===== config.mk =====
export PLATFORM = sky130hd
export DESIGN_NAME = divider_timer_with_reload
export DESIGN_NICKNAME = d
export VERILOG_FILES = /design/src/sv/dtr_pkg.sv /design/src/sv/dtr_datapath.sv /design/src/sv/dtr_ctrl.sv /design/src/sv/divider_timer_with_reload.sv
export SDC_FILE = /design/constraint.sdc
export NUM_CORES = 1
export LEC_CHECK = 0
export ABC_CLOCK_PERIOD_IN_PS = 4050
export BUFFER_PORTS_ARGS = -buffer_cell sky130_fd_sc_hd__buf_2
export CORE_UTILIZATION = 35
export DETAILED_ROUTE_END_ITERATION = 7
export SYNTH_ARGS = -nofsm -noshare
export SYNTH_HDL_FRONTEND = slang
export SYNTH_SLANG_ARGS = --single-unit

===== constraint.sdc =====
create_clock -name clk -period 4.05 [get_ports clk]
set_input_delay 0.81 -clock clk [delete_from_list [all_inputs] [get_ports clk]]
set_output_delay 0.81 -clock clk [all_outputs]
set_load 0.01 [all_outputs]

===== src/sv/dtr_pkg.sv =====
// ----------------------------------------------------------------------------
// dtr_pkg
// Shared types and constants for the divider timer with reload: command codes,
// register addresses, controller states and the controller/datapath link.
// ----------------------------------------------------------------------------
package dtr_pkg;

  // Number of low bits of the cycle count that a tick uses.
  localparam int CYCLE_WIDTH = 8;

  // Mask applied to the 8-bit cycle count field.
  localparam logic [7:0] CYCLE_MASK =
      (CYCLE_WIDTH >= 8) ? 8'hFF : 8'((1 << CYCLE_WIDTH) - 1);

  // Largest number of counter edges that one tick can produce, and its width.
  localparam int MAX_EDGES = ((1 << CYCLE_WIDTH) - 1) / 16 + 1;
  localparam int EDGE_W    = $clog2(MAX_EDGES + 1);

  // Bus addresses of the four registers.
  localparam logic [15:0] ADDR_DIV  = 16'hFF04;
  localparam logic [15:0] ADDR_TIMA = 16'hFF05;
  localparam logic [15:0] ADDR_TMA  = 16'hFF06;
  localparam logic [15:0] ADDR_TAC  = 16'hFF07;

  // Shift that counts falling edges of the selected divider bit (bit index
  // plus one), for rate selections 0 to 3: bits 9, 3, 5 and 7.
  localparam logic [3:0] EDGE_SPAN [4] = '{4'd10, 4'd4, 4'd6, 4'd8};

  // Command codes of an input transaction.
  typedef enum logic [1:0] {
    CMD_TICK  = 2'd0,
    CMD_READ  = 2'd1,
    CMD_WRITE = 2'd2,
    CMD_NONE  = 2'd3
  } cmd_code_t;

  // Controller states.
  typedef enum logic [1:0] {
    ST_IDLE,
    ST_COUNT,
    ST_HOLD
  } state_t;

  // Commands from the controller to the datapath.
  typedef struct packed {
    logic exec;
    logic step;
    logic load_out;
  } dp_cmd_t;

  // Status from the datapath to the controller.
  typedef struct packed {
    logic count_done;
  } dp_stat_t;

endpackage


===== src/sv/dtr_datapath.sv =====
// ----------------------------------------------------------------------------
// dtr_datapath
// Timer registers, edge counting and result registers. A transaction is
// executed on command, counter edges are then applied one per cycle, and
// the result is moved to the output register on command.
// ----------------------------------------------------------------------------
module dtr_datapath
  import dtr_pkg::*;
(
  input  logic        clk,
  input  logic        rst,
  input  dp_cmd_t     ctl,
  output dp_stat_t    stat,
  input  logic [1:0]  cmd,
  input  logic [15:0] address,
  input  logic [7:0]  write_data,
  input  logic [7:0]  cycle_count,
  output logic [7:0]  read_data,
  output logic        timer_irq
);

  logic [15:0]       divider;
  logic [7:0]        tick_counter;
  logic [7:0]        reload_value;
  logic [1:0]        rate_select;
  logic              count_enable;
  logic [EDGE_W-1:0] edge_left;
  logic [7:0]        res_data;
  logic              res_irq;

  logic [16:0]       div_start;
  logic [16:0]       div_stop;
  logic [16:0]       edge_diff;
  logic [3:0]        span;
  logic [7:0]        reg_read;

  // Divider advance and the number of falling edges of the selected bit.
  always_comb begin
    span      = EDGE_SPAN[rate_select];
    div_start = {1'b0, divider};
    div_stop  = div_start + {9'b0, cycle_count & CYCLE_MASK};
    edge_diff = (div_stop >> span) - (div_start >> span);
  end

  // Register read selection.
  always_comb begin
    case (address)
      ADDR_DIV:  reg_read = divider[15:8];
      ADDR_TIMA: reg_read = tick_counter;
      ADDR_TMA:  reg_read = reload_value;
      ADDR_TAC:  reg_read = {5'b0, count_enable, rate_select};
      default:   reg_read = 8'd0;
    endcase
  end

  assign stat.count_done = (edge_left <= EDGE_W'(1));

  // Architectural state and the pending edge count.
  always_ff @(posedge clk) begin
    if (rst) begin
      divider      <= '0;
      tick_counter <= '0;
      reload_value <= '0;
      rate_select  <= '0;
      count_enable <= 1'b0;
      edge_left    <= '0;
    end else if (ctl.exec) begin
      edge_left <= '0;
      case (cmd)
        CMD_TICK: begin
          divider <= div_stop[15:0];
          if (count_enable) begin
            edge_left <= edge_diff[EDGE_W-1:0];
          end
        end
        CMD_WRITE: begin
          case (address)
            ADDR_DIV:  divider      <= '0;
            ADDR_TIMA: tick_counter <= write_data;
            ADDR_TMA:  reload_value <= write_data;
            ADDR_TAC: begin
              rate_select  <= write_data[1:0];
              count_enable <= write_data[2];
            end
            default: ;
          endcase
        end
        default: ;
      endcase
    end else if (ctl.step && (edge_left != '0)) begin
      edge_left <= edge_left - EDGE_W'(1);
      if (tick_counter == 8'hFF) begin
        tick_counter <= reload_value;
      end else begin
        tick_counter <= tick_counter + 8'd1;
      end
    end
  end

  // Result of the transaction in progress.
  always_ff @(posedge clk) begin
    if (ctl.exec) begin
      res_irq  <= 1'b0;
      res_data <= (cmd == CMD_READ) ? reg_read : 8'd0;
    end else if (ctl.step && (edge_left != '0) && (tick_counter == 8'hFF)) begin
      res_irq <= 1'b1;
    end
  end

  // Output register.
  always_ff @(posedge clk) begin
    if (ctl.load_out) begin
      read_data <= res_data;
      timer_irq <= res_irq;
    end
  end

endmodule


===== src/sv/dtr_ctrl.sv =====
// ----------------------------------------------------------------------------
// dtr_ctrl
// Controller: accepts a transaction, runs the edge counting, and hands the
// result to the output register when it is free.
// ----------------------------------------------------------------------------
module dtr_ctrl
  import dtr_pkg::*;
(
  input  logic     clk,
  input  logic     rst,
  input  logic     in_valid,
  output logic     in_stall,
  output logic     out_valid,
  input  logic     out_stall,
  output dp_cmd_t  ctl,
  input  dp_stat_t stat
);

  state_t state;
  state_t state_next;
  logic   out_valid_next;
  logic   out_free;

  // State and output valid registers.
  always_ff @(posedge clk) begin
    if (rst) begin
      state     <= ST_IDLE;
      out_valid <= 1'b0;
    end else begin
      state     <= state_next;
      out_valid <= out_valid_next;
    end
  end

  // Next state and datapath commands.
  always_comb begin
    state_next = state;
    ctl        = '0;
    in_stall   = (state != ST_IDLE);
    out_free   = !out_valid || !out_stall;
    case (state)
      ST_IDLE: begin
        if (in_valid) begin
          ctl.exec   = 1'b1;
          state_next = ST_COUNT;
        end
      end
      ST_COUNT: begin
        ctl.step = 1'b1;
        if (stat.count_done) begin
          state_next = ST_HOLD;
        end
      end
      ST_HOLD: begin
        if (out_free) begin
          ctl.load_out = 1'b1;
          state_next   = ST_IDLE;
        end
      end
      default: state_next = ST_IDLE;
    endcase
  end

  // The output register fills on a load and empties when taken.
  always_comb begin
    if (ctl.load_out) begin
      out_valid_next = 1'b1;
    end else if (!out_stall) begin
      out_valid_next = 1'b0;
    end else begin
      out_valid_next = out_valid;
    end
  end

  // An accepted transaction always moves on to edge counting.
  a_accept_to_count: assert property (@(posedge clk) disable iff (rst)
    (in_valid && !in_stall) |=> (state == ST_COUNT))
    else $error("accepted transaction did not start counting");

  // Counting ends when the datapath reports its last edge.
  a_count_to_hold: assert property (@(posedge clk) disable iff (rst)
    (state == ST_COUNT && stat.count_done) |=> (state == ST_HOLD))
    else $error("counting did not finish on the last edge");

  // A held result reaches an empty output register at once.
  a_hold_fills_out: assert property (@(posedge clk) disable iff (rst)
    (state == ST_HOLD && !out_valid) |=> (out_valid && state == ST_IDLE))
    else $error("held result not loaded into free output register");

  // A taken result is not presented again unless a new one is loaded.
  a_no_repeat: assert property (@(posedge clk) disable iff (rst)
    (out_valid && !out_stall && !ctl.load_out) |=> !out_valid)
    else $error("result presented twice");

endmodule


===== src/sv/divider_timer_with_reload.sv =====
// ----------------------------------------------------------------------------
// divider_timer_with_reload
// Console-style timer: a free-running 16-bit divider, an 8-bit counter that
// steps on falling edges of a selected divider bit and reloads on overflow,
// and bus-addressed register access.
// ----------------------------------------------------------------------------
//
//  Channel  Handshake             Fields
//  -------  --------------------  ------------------------------------------
//  input    in_valid / in_stall   cmd, address, write_data, cycle_count
//  output   out_valid / out_stall read_data, timer_irq
//
// A transaction passes through the idle, counting and hold states; the counting
// state applies the counter edges that a tick produces, at most 16 with an 8-bit
// cycle count, and the hold state waits for a free output register.
// The counter is stepped once per cycle by the controller's counting state.
// One finished result waits in the output register while the next
// transaction is taken. Reset is synchronous and clears all timer registers.
// in_stall is high whenever the controller is not idle.
module divider_timer_with_reload
  import dtr_pkg::*;
(
  input  logic        clk,
  input  logic        rst,
  input  logic        in_valid,
  output logic        in_stall,
  input  logic [1:0]  cmd,
  input  logic [15:0] address,
  input  logic [7:0]  write_data,
  input  logic [7:0]  cycle_count,
  output logic        out_valid,
  input  logic        out_stall,
  output logic [7:0]  read_data,
  output logic        timer_irq
);

  dp_cmd_t  ctl;
  dp_stat_t stat;

  // Controller.
  dtr_ctrl u_ctrl (
    .clk       (clk),
    .rst       (rst),
    .in_valid  (in_valid),
    .in_stall  (in_stall),
    .out_valid (out_valid),
    .out_stall (out_stall),
    .ctl       (ctl),
    .stat      (stat)
  );

  // Datapath.
  dtr_datapath u_datapath (
    .clk         (clk),
    .rst         (rst),
    .ctl         (ctl),
    .stat        (stat),
    .cmd         (cmd),
    .address     (address),
    .write_data  (write_data),
    .cycle_count (cycle_count),
    .read_data   (read_data),
    .timer_irq   (timer_irq)
  );

endmodule


==> reports/qor.json <==
{
  "synthAdderAreaFrac": {"value": 0.0656},
  "p_leak": {"value": 1.83, "unit": "nW"},
  "drc": {"value": 0},
  "cp_num_cells": {"value": 20},
  "netSwitchingPower": {"value": 0.000468, "unit": "W"},
  "number_of_buffers_created_by_cts": {"value": 9},
  "initial_core_util": {"value": 0.367},
  "synth_top_flop_cell": {"value": "dfxtp_1"},
  "hpwl": {"value": 7210, "unit": "um"},
  "fmax": {"value": 269, "unit": "MHz"},
  "switching_share": {"value": 0.264},
  "end_kind": {"value": "flop"},
  "critical_path.cell_chain": {"value": "buf_2, ha_1, inv_1, fa_1, nor2b_1, o21ai_2, o221ai_1, and4_1, a41o_1, nor2_1, a21oi_1, ha_1, inv_1, fa_1, a21o_1, a21oi_1, xnor2_1, nor3_1, o211ai_1, o211ai_1"},
  "portion_of_the_post_synthesis_area_used_by_sequential_elements": {"value": 0.344},
  "core.rowCount": {"value": 38},
  "synth.net_count": {"value": 542},
  "die-width": {"value": 109, "unit": "um"},
  "drive_above_1_share": {"value": 0.184},
  "pwr-share-clk": {"value": 0.468},
  "ys_async_sr_fraction": {"value": 0},
  "mappedNetlistArea": {"value": 4040, "unit": "um^2"},
  "period_share": {"value": 0.917},
  "place.detailed.instances": {"value": 651},
  "finish.net_count": {"value": 580},
  "cts_resized": {"value": 0},
  "floorplan.die_area": {"value": 12000, "unit": "um^2"},
  "seq_power_share": {"value": 0.389},
  "power.density_cell_area": {"value": 376, "unit": "nW/um^2"},
  "wire_length_of_the_first_global_routing_pass": {"value": 16500, "unit": "um"},
  "routed.top_layer": {"value": "met4"},
  "r2r.worst_path.cells": {"value": 19},
  "avgRoutedWirePerCell": {"value": 15.2, "unit": "um"},
  "timing.critical_path.slowest_cell_delay": {"value": 0.39, "unit": "ns"},
  "crit_start": {"value": "cycle_count[0]"},
  "synth_edf_count": {"value": 17},
  "met3WireLength": {"value": 588, "unit": "um"},
  "cts.hold.buffers_added": {"value": 0},
  "syn_area_per_cell": {"value": 8.36, "unit": "um^2"},
  "number_of_fill_cells_in_the_layout": {"value": 1113},
  "detailroute.via_count": {"value": 3613},
  "largest_fanout_on_the_critical_path": {"value": 3},
  "finalCriticalPeriod": {"value": 3.71, "unit": "ns"},
  "io_pins": {"value": 49},
  "cts_tree": {"value": "built"},
  "first_pass_iters": {"value": 5},
  "cts-htree-levels": {"value": 3},
  "power.internal": {"value": 0.00131, "unit": "W"},
  "slew_headroom": {"value": 0.398},
  "worstReg2RegStart": {"value": "u_datapath.divider[0]"},
  "synth_mux_area_frac": {"value": 0.0656},
  "cp-start-kind": {"value": "primary input"},
  "ant_nets": {"value": 0},
  "destination_of_the_worst_register_to_register_timing_path": {"value": "u_datapath.edge_left[4]"},
  "first_global_vias": {"value": 3336},
  "post_synth_xor_area_fraction": {"value": 0.0390},
  "fin_worst_skew": {"value": 0.00567, "unit": "ns"},
  "timing.critical_path.buf_inv": {"value": 3},
  "grt_max_degree": {"value": 46},
  "core": {"value": 11000, "unit": "um^2"},
  "worst_hold_path_type": {"value": "flop to flop"},
  "comb_power_share": {"value": 0.143},
  "number_of_sinks_on_the_clock_net": {"value": 61},
  "synthSimpleGateAreaFrac": {"value": 0.237},
  "synth.ff_latch_count": {"value": 61},
  "wl_met1": {"value": 4700, "unit": "um"},
  "gpl_wtd_cong": {"value": 0.812},
  "timing_max_transition_violations_final": {"value": 0},
  "cp_top_family": {"value": "compound AO/OA/AOI/OAI gates"},
  "num_antenna_cells": {"value": 0},
  "post-cts-setup-buffer-count": {"value": 0},
  "wl": {"value": 10100, "unit": "um"},
  "reg2reg_setup_slack": {"value": 0.54, "unit": "ns"},
  "detailed_place.area": {"value": 4390, "unit": "um^2"},
  "synthesis.instances": {"value": 484},
  "wl_met2": {"value": 4730, "unit": "um"},
  "placement.io_buffers": {"value": 48},
  "setup.worst_path.end": {"value": "u_datapath.edge_left[4]"},
  "worst_min_path_start": {"value": "u_datapath.res_data[6]"},
  "irDropWorstVdd": {"value": 243, "unit": "uV"},
  "cap_violations": {"value": 0},
  "tightest_slew": {"value": 0.903, "unit": "ns"},
  "cpMaxStageDelayCell": {"value": "fa_1"},
  "overall_track_demand_over_capacity_in_global_routing": {"value": 0.180},
  "synth_compound_gate_area_share": {"value": 0.198},
  "stdcell_count": {"value": 667},
  "area_growth": {"value": 16.5, "unit": "%"},
  "clock_tree.buffer_depth": {"value": 2},
  "result_of_the_run": {"value": "finished clean"},
  "grt_antenna_before_repair": {"value": 0},
  "critical_path_class": {"value": "primary input to flop"},
  "die_h": {"value": 109, "unit": "um"},
  "clkSlewWorstSetupHoldPaths": {"value": 0.06, "unit": "ns"},
  "insertion_delay_to_the_later_sink_of_the_worst_skew_pair": {"value": 0.33, "unit": "ns"},
  "netlist-cell-type-count": {"value": 66},
  "clock_tree.root_cell": {"value": "clkbuf_16"},
  "detail_route.iter0.violations": {"value": 279},
  "timing.critical_path.arrival": {"value": 3.92, "unit": "ns"},
  "critical_path_required": {"value": 4.26, "unit": "ns"},
  "layout.cell_area.non_filler": {"value": 4710, "unit": "um^2"},
  "synth.yosys.warnings": {"value": 0},
  "finalHoldViolations": {"value": 0},
  "synth_top_family_by_area": {"value": "simple AND/OR/NAND/NOR gates"},
  "sum_of_overflow_across_all_layers_after_global_routing": {"value": 0},
  "detail_route.vias_per_cell": {"value": 5.42},
  "final-setup-viol-count": {"value": 0}
}
worst min-delay path by stage:
stage	endpoint	cells past startpoint
floorplan	u_datapath.read_data[0]	0
global placement	u_datapath.read_data[0]	0
detailed placement	u_datapath.read_data[6]	0
CTS	u_datapath.read_data[6]	0
global route	u_datapath.read_data[2]	0
finish	u_datapath.read_data[6]	0
registers in the layout, summed over array words and instances (netlist names):
register and flops:
u_datapath.edge_left 5, u_datapath.rate_select 2, u_datapath.reload_value 8, u_datapath.res_data 8
u_datapath.timer_irq 1, u_datapath.res_irq 1, u_datapath.tick_counter 8, u_datapath.divider 16
u_datapath.count_enable 1, u_ctrl.state 2, u_ctrl.out_valid 1, u_datapath.read_data 8
cell families after synthesis:
kind of cell / after synthesis
xor gates and xnor gates: 18
adders and majority gates: 20
and+or+nand+nor: 194
DFF: 61
AOI/OAI and AO/OA: 122
muxes: 21
buffers and inverters: 48
power by group through the flow:
stage	clock (W)	sequential (W)	combinational, W
CTS	0.000840	0.000690	0.000255
floorplan	0	0.000696	0.000188
global route	0.000865	0.000695	0.000285
finish	0.000829	0.000690	0.000254
global placement	0	0.000701	0.000248
detailed placement	0	0.000703	0.000253
worst register-to-register path: stages (launching register included):
cell and delay (ns):
dfxtp_1 0.34, ha_1 0.17, inv_1 0.06, fa_1 0.37, nor2b_1 0.20, o21ai_2 0.09, o221ai_1 0.23, and4_1 0.22
a41o_1 0.11, nor2_1 0.04, a21oi_1 0.13, ha_1 0.16, inv_1 0.05, fa_1 0.39, a21o_1 0.19, a21oi_1 0.18
xnor2_1 0.16, nor3_1 0.07, o211ai_1 0.12, o211ai_1 0.10
cell usage after synthesis (4+ instances only):
| library cell | n | area (um^2) |
|---|---|---|
| xor2_1 | 6 | 52.6 |
| a21o_1 | 6 | 45.0 |
| mux4_2 | 4 | 90.1 |
| nand2_1 | 49 | 184 |
| and2_1 | 4 | 25.0 |
| or3_1 | 5 | 31.3 |
| nand3_1 | 20 | 100 |
| a21oi_1 | 50 | 250 |
| dfxtp_1 | 44 | 881 |
| o21ai_0 | 12 | 60.1 |
| mux2i_1 | 13 | 130 |
| a31oi_1 | 6 | 37.5 |
| ha_1 | 18 | 225 |
| a211oi_1 | 6 | 45.0 |
| nor3_1 | 15 | 75.1 |
| a2bb2oi_1 | 4 | 35.0 |
| nor2_1 | 60 | 225 |
| clkbuf_1 | 20 | 75.1 |
| nand2b_1 | 4 | 25.0 |
| xnor2_1 | 12 | 105 |
| mux2_2 | 4 | 45.0 |
| and3_1 | 4 | 25.0 |
| nand4_1 | 5 | 31.3 |
| o21ai_1 | 7 | 35.0 |
| edfxtp_1 | 17 | 510 |
| inv_1 | 15 | 56.3 |
| buf_1 | 5 | 18.8 |
| nor2b_1 | 8 | 50.1 |
cell type report:
type	count	area (um^2)	share of cell area
Sequential cell	61	1390	0.295
Timing Repair Buffer	58	315	0.0669
Inverter	17	63.8	0.0135
Tap cell	140	175	0.0372
Clock inverter	6	86.3	0.0183
Multi-Input combinational cell	375	2450	0.520
Clock buffer	10	229	0.0486
metal layers:
layer,vias to the layer above,track usage
met5,-,0
met4,0,0.0695
met3,7,0.0379
met2,111,0.291
met1,1680,0.236
li1,1815,-
through the flow:
stage          setup slack, ns  TNS [ns]  hold WS [ns]  power, W   util
6_report                 0.338         0         0.417   0.00177  0.427
2_1_floorplan            0.109         0         0.400  0.000884      -
4_1_cts                  0.328         0         0.419   0.00178  0.427
5_1_grt                -0.0174   -0.0174         0.426   0.00184  0.427
3_3_place_gp             0.102         0         0.401  0.000949  0.398
3_5_place_dp          -0.00692  -0.00692         0.406  0.000956  0.398
cell usage in the layout (no fill, tap or decap), types with 5 or more instances in the layout:
cell       count
nor3_1        15
nand4_1        5
xor2_1         6
nor2b_1        8
nand3_1       20
a31oi_1        6
clkbuf_16      9
dfxtp_1       44
nand2_1       49
a21o_1         6
o21ai_1        6
buf_2         48
nor2_1        60
buf_4         10
ha_1          18
inv_1         15
o21ai_0       12
mux2i_1       13
xnor2_1       12
a21oi_1       50
or3_1          5
edfxtp_1      17
a211oi_1       6
Power figures use the tool's default switching activity.
